File: src/rtl/ogs_pkg.sv
`default_nettype none
// ----------------------------------------------------------------------------
// ogs_pkg
// Shared widths, register map and types for the op-amp gain stage with clip.
// ----------------------------------------------------------------------------
package ogs_pkg;

  localparam int SAMPLE_W   = 24;   // Q3.20 signed
  localparam int GB_W       = 25;   // Q1.24 unsigned
  localparam int GI_W       = 24;   // Q8.16 unsigned
  localparam int CLIP_W     = 23;   // Q3.20 unsigned
  localparam int CAP_W      = 26;   // Q5.20 signed
  localparam int CFG_IDX_W  = 2;
  localparam int CFG_DATA_W = 25;

  localparam logic [GB_W-1:0]   GB_RESET   = 25'd16773188;
  localparam logic [GI_W-1:0]   GI_RESET   = 24'd130749;
  localparam logic [CLIP_W-1:0] CLIP_RESET = 23'd4718592;

  typedef enum logic [CFG_IDX_W-1:0] {
    CFG_GB   = 2'd0,
    CFG_GI   = 2'd1,
    CFG_CLIP = 2'd2
  } cfg_idx_t;

  typedef struct packed {
    logic [GB_W-1:0]   gb;
    logic [GI_W-1:0]   gi;
    logic [CLIP_W-1:0] clip_level;
  } cfg_t;

  typedef logic signed [SAMPLE_W-1:0] sample_t;
  typedef logic signed [CAP_W-1:0]    cap_t;

endpackage : ogs_pkg
`default_nettype wire

File: src/rtl/ogs_cfg_regs.sv
`default_nettype none
// ----------------------------------------------------------------------------
// ogs_cfg_regs
// Coefficient and clip level registers, written over the config channel.
// ----------------------------------------------------------------------------
module ogs_cfg_regs (
  input  wire logic                          clk,
  input  wire logic                          rst_n,
  input  wire logic                          cfg_valid,
  output logic                               cfg_ready,
  input  wire logic [ogs_pkg::CFG_IDX_W-1:0] cfg_index,
  input  wire logic [ogs_pkg::CFG_DATA_W-1:0] cfg_data,
  output ogs_pkg::cfg_t                      cfg
);
  import ogs_pkg::*;

  cfg_t cfg_r, cfg_nxt;

  assign cfg_ready = 1'b1;
  assign cfg       = cfg_r;

  always_comb begin
    cfg_nxt = cfg_r;
    if (cfg_valid) begin
      unique case (cfg_idx_t'(cfg_index))
        CFG_GB:   cfg_nxt.gb         = cfg_data[GB_W-1:0];
        CFG_GI:   cfg_nxt.gi         = cfg_data[GI_W-1:0];
        CFG_CLIP: cfg_nxt.clip_level = cfg_data[CLIP_W-1:0];
        default:  cfg_nxt = cfg_r;   // unmapped index, dropped
      endcase
    end
  end

  always_ff @(posedge clk) begin
    if (!rst_n) begin
      cfg_r.gb         <= GB_RESET;
      cfg_r.gi         <= GI_RESET;
      cfg_r.clip_level <= CLIP_RESET;
    end else begin
      cfg_r <= cfg_nxt;
    end
  end

endmodule : ogs_cfg_regs
`default_nettype wire

File: src/rtl/ogs_cap_loop.sv
`default_nettype none
// ----------------------------------------------------------------------------
// ogs_cap_loop
// Capacitor state recurrence: s' = sat(round(2^24*x + gb*(s-x), 23) - s).
// ----------------------------------------------------------------------------
module ogs_cap_loop (
  input  wire logic             clk,
  input  wire logic             rst_n,
  input  wire logic             adv,
  input  wire ogs_pkg::sample_t x,
  input  wire ogs_pkg::cfg_t    cfg,
  output ogs_pkg::cap_t         cap_state
);
  import ogs_pkg::*;

  localparam logic signed [CAP_W+5:0] CAP_MAX = 32'sd33554431;
  localparam logic signed [CAP_W+5:0] CAP_MIN = -32'sd33554432;

  cap_t                cap_state_r, cap_state_nxt;
  logic signed [26:0]  diff;
  logic signed [52:0]  prod;
  logic signed [53:0]  acc;
  logic signed [30:0]  rnd;
  logic signed [31:0]  ns;

  // round half away from zero, shift by 23
  function automatic logic signed [30:0] round23(input logic signed [53:0] v);
    logic signed [53:0] t;
    t = v + 54'sd4194304 - {53'd0, v[53]};
    return t[53:23];
  endfunction

  always_comb begin
    diff = {cap_state_r[CAP_W-1], cap_state_r} - {{3{x[SAMPLE_W-1]}}, x};
    prod = $signed({1'b0, cfg.gb}) * diff;
    acc  = {prod[52], prod} + {{6{x[SAMPLE_W-1]}}, x, 24'd0};
    rnd  = round23(acc);
    ns   = {rnd[30], rnd} - {{6{cap_state_r[CAP_W-1]}}, cap_state_r};
    priority if (ns > CAP_MAX) cap_state_nxt = CAP_MAX[CAP_W-1:0];
    else if (ns < CAP_MIN)     cap_state_nxt = CAP_MIN[CAP_W-1:0];
    else                       cap_state_nxt = ns[CAP_W-1:0];
  end

  always_ff @(posedge clk) begin
    if (!rst_n) begin
      cap_state_r <= '0;
    end else if (adv) begin
      cap_state_r <= cap_state_nxt;
    end
  end

  assign cap_state = cap_state_r;

`ifndef SYNTHESIS
  a_state_holds: assert property (@(posedge clk) disable iff (!rst_n)
    !adv |=> $stable(cap_state_r))
    else $error("cap state moved without a sample");
`endif

endmodule : ogs_cap_loop
`default_nettype wire

File: src/rtl/ogs_out_path.sv
`default_nettype none
// ----------------------------------------------------------------------------
// ogs_out_path
// Output path: difference, gain multiply, round and hard clip, in three
// registered stages with per-stage flow control.
// ----------------------------------------------------------------------------
module ogs_out_path (
  input  wire logic             clk,
  input  wire logic             rst_n,
  input  wire logic             up_valid,
  output logic                  up_ready,
  input  wire ogs_pkg::sample_t x,
  input  wire ogs_pkg::cap_t    s,
  input  wire ogs_pkg::cfg_t    cfg,
  output logic                  out_tvalid,
  input  wire logic             out_tready,
  output logic [23:0]           out_tdata,   // [23:0] sample_out
  output logic                  out_tuser    // [0] clipped
);
  import ogs_pkg::*;

  logic               v1_r, v2_r, vo_r;
  logic               rdy1, rdy2, rdyo;
  logic signed [26:0] dx1_r;
  cap_t               s1_r;
  logic signed [52:0] p2_r, p2_nxt;
  logic signed [51:0] prod;
  logic signed [36:0] y;
  logic signed [36:0] clip_pos, clip_neg;
  sample_t            y_r, y_nxt;
  logic               clip_r, clip_nxt;

  function automatic logic signed [36:0] round16(input logic signed [52:0] v);
    logic signed [52:0] t;
    t = v + 53'sd32768 - {52'd0, v[52]};
    return t[52:16];
  endfunction

  assign rdyo     = !vo_r || out_tready;
  assign rdy2     = !v2_r || rdyo;
  assign rdy1     = !v1_r || rdy2;
  assign up_ready = rdy1;

  // y = gi*(x - s) + 2^16*s
  always_comb begin
    prod   = $signed({1'b0, cfg.gi}) * dx1_r;
    p2_nxt = {prod[51], prod} + {{11{s1_r[CAP_W-1]}}, s1_r, 16'd0};
  end

  always_comb begin
    y        = round16(p2_r);
    clip_pos = {14'd0, cfg.clip_level};
    clip_neg = -clip_pos;
    priority if (y > clip_pos) begin
      y_nxt    = clip_pos[SAMPLE_W-1:0];
      clip_nxt = 1'b1;
    end else if (y < clip_neg) begin
      y_nxt    = clip_neg[SAMPLE_W-1:0];
      clip_nxt = 1'b1;
    end else begin
      y_nxt    = y[SAMPLE_W-1:0];
      clip_nxt = 1'b0;
    end
  end

  always_ff @(posedge clk) begin
    if (!rst_n) begin
      v1_r <= 1'b0;
      v2_r <= 1'b0;
      vo_r <= 1'b0;
    end else begin
      if (rdy1) v1_r <= up_valid;
      if (rdy2) v2_r <= v1_r;
      if (rdyo) vo_r <= v2_r;
    end
  end

  always_ff @(posedge clk) begin
    if (rdy1 && up_valid) begin
      dx1_r <= {{3{x[SAMPLE_W-1]}}, x} - {s[CAP_W-1], s};
      s1_r  <= s;
    end
    if (rdy2 && v1_r) p2_r <= p2_nxt;
    if (rdyo && v2_r) begin
      y_r    <= y_nxt;
      clip_r <= clip_nxt;
    end
  end

  assign out_tvalid = vo_r;
  assign out_tdata  = y_r;
  assign out_tuser  = clip_r;

`ifndef SYNTHESIS
  a_stage2_held: assert property (@(posedge clk) disable iff (!rst_n)
    v2_r && vo_r && !out_tready |=> v2_r && $stable(p2_r))
    else $error("stage 2 result lost under stall");
  a_stage1_held: assert property (@(posedge clk) disable iff (!rst_n)
    v1_r && !rdy2 |=> v1_r && $stable(dx1_r))
    else $error("stage 1 item lost under stall");
  a_out_held: assert property (@(posedge clk) disable iff (!rst_n)
    out_tvalid && !out_tready |=> out_tvalid && $stable(out_tdata) && $stable(out_tuser))
    else $error("output transaction changed while stalled");
`endif

endmodule : ogs_out_path
`default_nettype wire

File: src/rtl/opamp_gain_stage_with_hard_clip.sv
`default_nettype none
// ----------------------------------------------------------------------------
// opamp_gain_stage_with_hard_clip
// Non-inverting op-amp gain stage (bilinear first-order IIR) with hard clip.
// ----------------------------------------------------------------------------
// Takes one signed Q3.20 sample per clock and returns one clipped sample per
// clock while the output is not stalled; a result is offered once its sample
// has passed four registers (input register, difference, gain product, round
// and clip). That rate is set by the capacitor state loop, which closes one
// 25x27 multiply, round and saturate through one register. Stalls on the
// output side back up stage by stage; empty stages keep accepting. Config
// writes are always taken and are meant for an idle block.
module opamp_gain_stage_with_hard_clip (
  input  wire logic                            clk,
  input  wire logic                            rst_n,
  input  wire logic                            in_tvalid,
  output logic                                 in_tready,
  input  wire logic [23:0]                     in_tdata,    // [23:0] sample_in
  output logic                                 out_tvalid,
  input  wire logic                            out_tready,
  output logic [23:0]                          out_tdata,   // [23:0] sample_out
  output logic                                 out_tuser,   // [0] clipped
  input  wire logic                            cfg_valid,
  output logic                                 cfg_ready,
  input  wire logic [ogs_pkg::CFG_IDX_W-1:0]   cfg_index,
  input  wire logic [ogs_pkg::CFG_DATA_W-1:0]  cfg_data
);
  import ogs_pkg::*;

  cfg_t    cfg;
  cap_t    cap_state;
  logic    v0_r;
  sample_t x0_r;
  logic    s1_ready;
  logic    adv;
  logic    in_fire;

  assign in_tready = !v0_r || s1_ready;
  assign in_fire   = in_tvalid && in_tready;
  assign adv       = v0_r && s1_ready;

  always_ff @(posedge clk) begin
    if (!rst_n) begin
      v0_r <= 1'b0;
    end else if (in_tready) begin
      v0_r <= in_tvalid;
    end
  end

  always_ff @(posedge clk) begin
    if (in_fire) x0_r <= in_tdata;
  end

  ogs_cfg_regs u_cfg (
    .clk       (clk),
    .rst_n     (rst_n),
    .cfg_valid (cfg_valid),
    .cfg_ready (cfg_ready),
    .cfg_index (cfg_index),
    .cfg_data  (cfg_data),
    .cfg       (cfg)
  );

  ogs_cap_loop u_cap (
    .clk       (clk),
    .rst_n     (rst_n),
    .adv       (adv),
    .x         (x0_r),
    .cfg       (cfg),
    .cap_state (cap_state)
  );

  ogs_out_path u_out (
    .clk        (clk),
    .rst_n      (rst_n),
    .up_valid   (v0_r),
    .up_ready   (s1_ready),
    .x          (x0_r),
    .s          (cap_state),
    .cfg        (cfg),
    .out_tvalid (out_tvalid),
    .out_tready (out_tready),
    .out_tdata  (out_tdata),
    .out_tuser  (out_tuser)
  );

`ifndef SYNTHESIS
  a_input_held: assert property (@(posedge clk) disable iff (!rst_n)
    v0_r && !s1_ready |=> v0_r && $stable(x0_r))
    else $error("input sample lost under stall");
`endif

endmodule : opamp_gain_stage_with_hard_clip
`default_nettype wire
File: config.mk
export PLATFORM = sky130hd
export DESIGN_NAME = opamp_gain_stage_with_hard_clip
export DESIGN_NICKNAME = d
export VERILOG_FILES = /design/src/rtl/ogs_pkg.sv /design/src/rtl/ogs_cfg_regs.sv /design/src/rtl/ogs_cap_loop.sv /design/src/rtl/ogs_out_path.sv /design/src/rtl/opamp_gain_stage_with_hard_clip.sv
export SDC_FILE = /design/constraint.sdc
export NUM_CORES = 2
export LEC_CHECK = 0
export ABC_AREA = 1
export BUFFER_PORTS_ARGS = -buffer_cell sky130_fd_sc_hd__buf_4
export CORE_ASPECT_RATIO = 0.7
export CORE_UTILIZATION = 35
export CTS_BUF_LIST = sky130_fd_sc_hd__clkbuf_4 sky130_fd_sc_hd__clkbuf_8
export DETAILED_ROUTE_END_ITERATION = 8
export PLACE_DENSITY_LB_ADDON = 0.25
export SLEW_MARGIN = 20
export SYNTH_ARGS = -nofsm -noshare
export SYNTH_HDL_FRONTEND = slang
export SYNTH_SLANG_ARGS = --single-unit
File: constraint.sdc
create_clock -name clk -period 12.76 [get_ports clk]
set_input_delay 1.276 -clock clk [delete_from_list [all_inputs] [get_ports clk]]
set_output_delay 1.276 -clock clk [all_outputs]
set_load 0.005 [all_outputs]
### After elaboration in Yosys (flattened, before gate mapping)

Index checks and enable logic that the tools add are counted.

| word-level totals | value |
|---|---|
| flip-flop bits (word level) | 257 |
| input bits | 56 |
| output and inout bits | 28 |
| logic and storage cells | 54 |

| operators by class | value |
|---|---|
| $add $sub $neg | 10 |
| $mul | 2 |
| magnitude comparators | 4 |
| eq/ne operators | 2 |
| mux-type cells | 5 |
| reduce and logical (&&, ||, !) cells | 16 |

Operators with widths:

| operator | number |
|---|---|
| adder 53 x 48 -> 54 bit | 1 |
| adder 54 x 23 -> 54 bit, second input constant | 1 |
| subtractor 54 x 1 -> 54 bit | 1 |
| adder 52 x 42 -> 53 bit | 1 |
| adder 53 x 16 -> 53 bit, second input constant | 1 |
| multiplier 26 x 27 -> 53 bit | 1 |
| subtractor 53 x 1 -> 53 bit | 1 |
| multiplier 25 x 27 -> 52 bit | 1 |
| 2-to-1 mux 26 bit | 2 |
| greater-than comparator 37 x 24 -> 1 bit | 1 |
| less-than comparator 37 bit | 1 |
| negation 23 -> 37 bit | 1 |
| greater-than comparator 32 x 26 -> 1 bit, second input constant | 1 |
| less-than comparator 32 x 26 -> 1 bit, second input constant | 1 |
| subtractor 31 x 26 -> 32 bit | 1 |
| subtractor 24 x 26 -> 27 bit | 1 |
| subtractor 26 x 24 -> 27 bit | 1 |
| 2-to-1 mux 24 bit | 1 |
| 2-to-1 mux 23 bit | 1 |
| AND reduction 2 bit | 3 |
| logical AND 1 bit | 4 |
| zero test 1 bit | 4 |
| logical OR 1 bit | 4 |
| equality test 2 x 1 -> 1 bit, second input constant | 1 |
| other kinds (3) | 3 |

### Longest topological paths before layout

| logic depth | value |
|---|---|
| depth in word-level cells | 9 |
| gate-level depth with buffers | 75 |

### Hierarchy

A second synthesis with hierarchy kept.

| unflattened totals | value |
|---|---|
| cells, all modules | 10,083 |
| area total of the unflattened synthesis | 76,799.9 um^2 |

Modules (own cells, without submodules):

| module | instances | cells an instance | area each (um^2) | seq. area each (um^2) |
|---|---|---|---|---|
| ogs_out_path | 1 | 5,097 | 38,852.3 | 3,993.8 |
| ogs_cap_loop | 1 | 4,543 | 34,291.6 | 520.5 |
| ogs_cfg_regs | 1 | 410 | 2,876.5 | 1,441.4 |
| opamp_gain_stage_with_hard_clip | 1 | 33 | 779.5 | 740.7 |

### Least setup slack after synthesis

No wires, ideal clock.

| timing | value |
|---|---|
| path type | register to register |
| start | reg u_cap.cap_state_r[3], in the netlist u_cap.cap_state[3] |
| end | reg u_cap.cap_state_r[17], in the netlist u_cap.cap_state[17] |
| arrival | 11,179 ps |
| required time | 12,630 ps |
| slack | 1,451 ps |
| cell stages (with the launch flop) | 58 |
| clock period less this slack | 11,309 ps |
| cells stage by stage | dfxtp_1 inv_1 ha_1 buf_2 a21oi_1 o21ai_0 nand2_1 nand2_1 nor2_1 inv_1 nand2_1 o2111ai_1 or2_2 nand2_1 clkbuf_1 nor2_1 fa_1 fa_1 (+22 left out) o21ai_0 a31oi_1 nand2_1 nand2_1 nand2_1 inv_1 ha_1 inv_1 nor4_1 nand3_1 or2_1 nand3_1 nand2_1 nor2_1 nand3_1 a21oi_2 buf_2 a21oi_1 |

| on the way | value |
|---|---|
| word-level cells in the longest chain between the ends | 9 |

RTL lines:

| element | line | RTL |
|---|---|---|
| from (decl) | ogs_cap_loop.sv:19 | `cap_t cap_state_r, cap_state_nxt;` |
| from (signal assigned) | ogs_cap_loop.sv:48 | `cap_state_r <= cap_state_nxt;` |
| subtractor 26 x 24 -> 27 bit | ogs_cap_loop.sv:34 | `diff = {cap_state_r[CAP_W-1], cap_state_r} - {{3{x[SAMPLE_W-1]}}, x};` |
| multiplier 26 x 27 -> 53 bit | ogs_cap_loop.sv:35 | `prod = $signed({1'b0, cfg.gb}) * diff;` |
| adder 53 x 48 -> 54 bit | ogs_cap_loop.sv:36 | `acc = {prod[52], prod} + {{6{x[SAMPLE_W-1]}}, x, 24'd0};` |
| adder 54 x 23 -> 54 bit | ogs_cap_loop.sv:29 | `t = v + 54'sd4194304 - {53'd0, v[53]};` |
| subtractor 54 x 1 -> 54 bit | ogs_cap_loop.sv:29 |  |
| subtractor 31 x 26 -> 32 bit (*) | ogs_cap_loop.sv:38 | `ns = {rnd[30], rnd} - {{6{cap_state_r[CAP_W-1]}}, cap_state_r};` |
| less-than comparator 32 x 26 -> 1 bit | ogs_cap_loop.sv:40 | `else if (ns < CAP_MIN) cap_state_nxt = CAP_MIN[CAP_W-1:0];` |
| 2-to-1 mux 26 bit | ogs_cap_loop.sv:40 |  |
| 2-to-1 mux 26 bit (*) | ogs_cap_loop.sv:39 | `priority if (ns > CAP_MAX) cap_state_nxt = CAP_MAX[CAP_W-1:0];` |

Mark *: on every way between the ends. The rest lies on a longest branch, timed or not.
A chain may end at the register's enable or synchronous reset.

### Final worst setup path

| timing | value |
|---|---|
| start | reg x0_r[21] |
| end | reg u_cap.cap_state_r[24], in the netlist u_cap.cap_state[24] |

| on the way | value |
|---|---|
| word-level cells in the longest chain between the ends | 9 |

RTL lines:

| element | line | RTL |
|---|---|---|
| from (decl) | opamp_gain_stage_with_hard_clip.sv:33 | `sample_t x0_r;` |
| from (signal assigned) | opamp_gain_stage_with_hard_clip.sv:51 | `if (in_fire) x0_r <= in_tdata;` |
| subtractor 26 x 24 -> 27 bit | ogs_cap_loop.sv:34 |  |
| multiplier 26 x 27 -> 53 bit | ogs_cap_loop.sv:35 |  |
| adder 53 x 48 -> 54 bit (*) | ogs_cap_loop.sv:36 |  |
| adder 54 x 23 -> 54 bit | ogs_cap_loop.sv:29 |  |
| subtractor 54 x 1 -> 54 bit (*) | ogs_cap_loop.sv:29 |  |
| subtractor 31 x 26 -> 32 bit (*) | ogs_cap_loop.sv:38 |  |
| less-than comparator 32 x 26 -> 1 bit | ogs_cap_loop.sv:40 |  |
| 2-to-1 mux 26 bit | ogs_cap_loop.sv:40 |  |
| 2-to-1 mux 26 bit (*) | ogs_cap_loop.sv:39 |  |

Marked as above.

==> impl_metrics.py <==
metrics = {
    "synth": {
        "syn_area_per_cell_um2": 7.91,
        "syn_nets": 11400,
        "synth.most_common_cell": "inv_1",
        "syn_inst": 9278,
        "synth-edff-count": 155,
        "async_flop_share_pct": 0,
        "yosysTopAreaCell": "fa_1",
        "yosysTopAreaCellShare_pct": 40.5,
        "synth-seq-cells": 257,
        "synthDistinctLibCells": 64,
        "ys_seq_area_share_pct": 9.12,
        "synth_area_leaders": "fa_1 41%, inv_1 13%, ha_1 9.8%, nand2_1 9.8%, edfxtp_1 6.3%",
        "synth_common_cells": "2,447 x inv_1, 1,920 x nand2_1, 1,486 x fa_1",
        "ys.flop_type": "edfxtp_1",
        "netlist_area_um2": 73400,
        "yosys_warnings": 0,
    },
    "detailed_routing": {
        "via_count": 63200,
        "dr.pass1.iters": 6,
        "wl_per_cell_um": 21.1,
        "drt_first_iter_violations": 5022,
        "routed_wl_mm": 270,
        "drc": 0,
        "vias_per_cell": 4.94,
        "ant_nets": 0,
    },
    "setup_path": {
        "path_class": "reg -> reg",
        "slowest_delay_ns": 0.68,
        "start_kind": "flop",
        "cp_data_arrival_time_ns": 12.85,
        "worstPathRequired_ns": 13.39,
        "cpMostUsedCell": "nand2_1",
        "worst-r2r-cell-count": 55,
        "r2r_start": "x0_r[21]$_DFFE_PP_",
        "timing.reg2reg.setup_slack_ns": 0.55,
        "path_max_fanout": 8,
        "crit_slowest_cell": "fa_1",
        "crit-reg2reg-capture": "u_cap.cap_state[24]$_SDFFE_PN0P_",
        "end_kind": "flop",
    },
    "floorplan": {
        "initial_core_util_pct": 35.2,
        "io_pins": 84,
        "die_w_um": 549,
        "coreArea_um2": 208000,
        "rows": 140,
        "fp.dieH_um": 385,
        "dieArea_um2": 212000,
    },
    "cts": {
        "root_buffer": "clkbuf_8",
        "path_clk_slew_ns": 0.10,
        "insertion_delay_ns": 0.78,
        "cts_tree": "built",
        "cts_sinks": 257,
        "htreeDepth": 2,
        "clock_path_buffers": 3,
        "cts_buffers": 51,
    },
    "place": {
        "dp_hpwl_mm": 234,
        "place_ws_ns": -0.0864,
        "portBuffers": 82,
        "place_congestion": 0.975,
        "dpl_cell_area_um2": 82800,
    },
    "final_layout": {
        "fill_cells": 21200,
        "final_nets": 12100,
        "area_delta_synth_final_pct": 16.9,
        "drive_gt1_share_pct": 13.5,
        "design_area_um2": 85800,
    },
    "timing": {
        "setup_viol": 0,
        "hold_slack_ns": 0.483,
        "clock_skew_ns": 0.0826,
        "drv_slew": 0,
        "worstMarginPinSlew_ns": 1.06,
        "fin_crit_sh_pct": 95.7,
        "layout_min_cycle_time_ns": 12.21,
        "hold_violations": 0,
        "timing.setup.tns_ns": 0,
        "fmax_mhz": 81.9,
        "fin_ws_ns": 0.547,
        "slew_headroom_pct": 29.0,
    },
    "min_path": {
        "hp-class": "reg -> reg",
        "worstHoldPathCells": 2,
        "worstHoldStart": "v0_r$_SDFFE_PN0N_",
        "whs_endpoint": "u_out.v1_r$_SDFFE_PN0P_",
    },
    "run_status": {
        "outcome": "finished clean",
    },
    "run": {
        "maxCapViolCount": 0,
    },
    "grt": {
        "grt_max_degree": 78,
        "grt_overflow": 0,
        "track_usage_pct": 25.8,
        "antenna_found_initial": 21,
        "grt_pass1_wl_mm": 410,
        "grt_pass1_vias": 65500,
    },
}
cell usage in the layout (no fill, tap or decap), drive strengths merged, types with 7 or more instances in the layout:
cell type / instances
clkinv: 25
o211ai: 28
nand4: 66
ha: 577
a221oi: 7
fa: 1486
dfxtp: 102
clkinvlp: 7
a31oi: 45
nand3b: 8
nor4: 21
clkbuf: 64
o21a: 23
a21o: 33
nand3: 152
buf: 926
nor2: 745
xor2: 149
edfxtp: 155
inv: 2457
a211oi: 8
or2: 28
bufinv: 9
diode: 9
nand2: 1925
a21oi: 472
o221ai: 11
o21ai: 309
nor3: 58
o21bai: 25
xnor2: 67
cells by family after synthesis:
kind of cell | Yosys count | synth area share, %
flip-flops | 257 | 9.12
AND/OR/NAND/NOR | 3012 | 16.4
XOR/XNOR | 216 | 2.61
other | 1 | 0.00511
buffers and inverters | 2743 | 14.1
AO/OA/AOI/OAI | 986 | 7.43
adder cells (fa/ha/maj) | 2063 | 50.4
repair_timing:
item | in CTS | in global routing
pin swaps | 1 | 64
cloned | 0 | 3
hold buffers | 0 | 0
resized for setup | 13 | 314
setup buffers | 1 | 28
setup endpoints to repair | 25 | 26
worst max-delay path by stage:
stage,startpoint,end,cells after the start
after CTS,u_cap.cap_state[3]$_SDFFE_PN0P_,u_cap.cap_state[24]$_SDFFE_PN0P_,66
after global routing,x0_r[2]$_DFFE_PP_,u_cap.cap_state[2]$_SDFFE_PN0P_,63
after detailed placement,x0_r[2]$_DFFE_PP_,u_cap.cap_state[6]$_SDFFE_PN0P_,68
final,x0_r[21]$_DFFE_PP_,u_cap.cap_state[24]$_SDFFE_PN0P_,55
after floorplan,u_cap.cap_state[3]$_SDFFE_PN0P_,u_cap.cap_state[17]$_SDFFE_PN0P_,57
after global placement,x0_r[2]$_DFFE_PP_,u_cap.cap_state[3]$_SDFFE_PN0P_,68
registers in the layout (all words and copies together), names as in the netlist:
| signal | flops |
|---|---|
| u_out.v2_r | 1 |
| u_out.s1_r | 26 |
| u_out.out_tvalid | 1 |
| u_cfg.cfg | 72 |
| u_out.p2_r | 53 |
| u_out.v1_r | 1 |
| u_out.out_tuser | 1 |
| x0_r | 24 |
| u_out.out_tdata | 24 |
| u_cap.cap_state | 26 |
| v0_r | 1 |
| u_out.dx1_r | 27 |
through the flow:
stage	utilization (%)	instances
floorplan	-	9278
global placement	39.7	12700
detailed placement	39.8	12700
CTS	40.4	12800
global route	41.2	12800
finish	41.2	12800
final cells by class:
cell class	count	area [µm²]	area share (%)
clock inverter	34	428	0.499
inverter	2464	9260	10.8
antenna	9	22.5	0.0262
clock buffer	62	816	0.951
timing repair buffer	928	7340	8.56
sequential	257	6710	7.82
multi-input combinational	6278	57800	67.3
tap	2769	3460	4.04
critical path: cells and delay by family (launching register included):
kind	cells	cell delay, ns
buffers and inverters	12	1.51
xor gates and xnor gates	1	0.29
DFF	1	0.54
adders and majority gates	11	4.89
and+or+nand+nor	19	2.58
AOI/OAI and AO/OA	12	2.24
per-layer routing:
metal  GRT usage [%]  part of all wire (%)
met1            37.6                    46
met2            39.9                    43
met3            4.18                   7.9
met4            5.96                   2.6
met5               0                0.0092
Power is left out: the tool's default activity adds up to more than one toggle a clock period on the data nets, which glitch-free logic cannot reach.
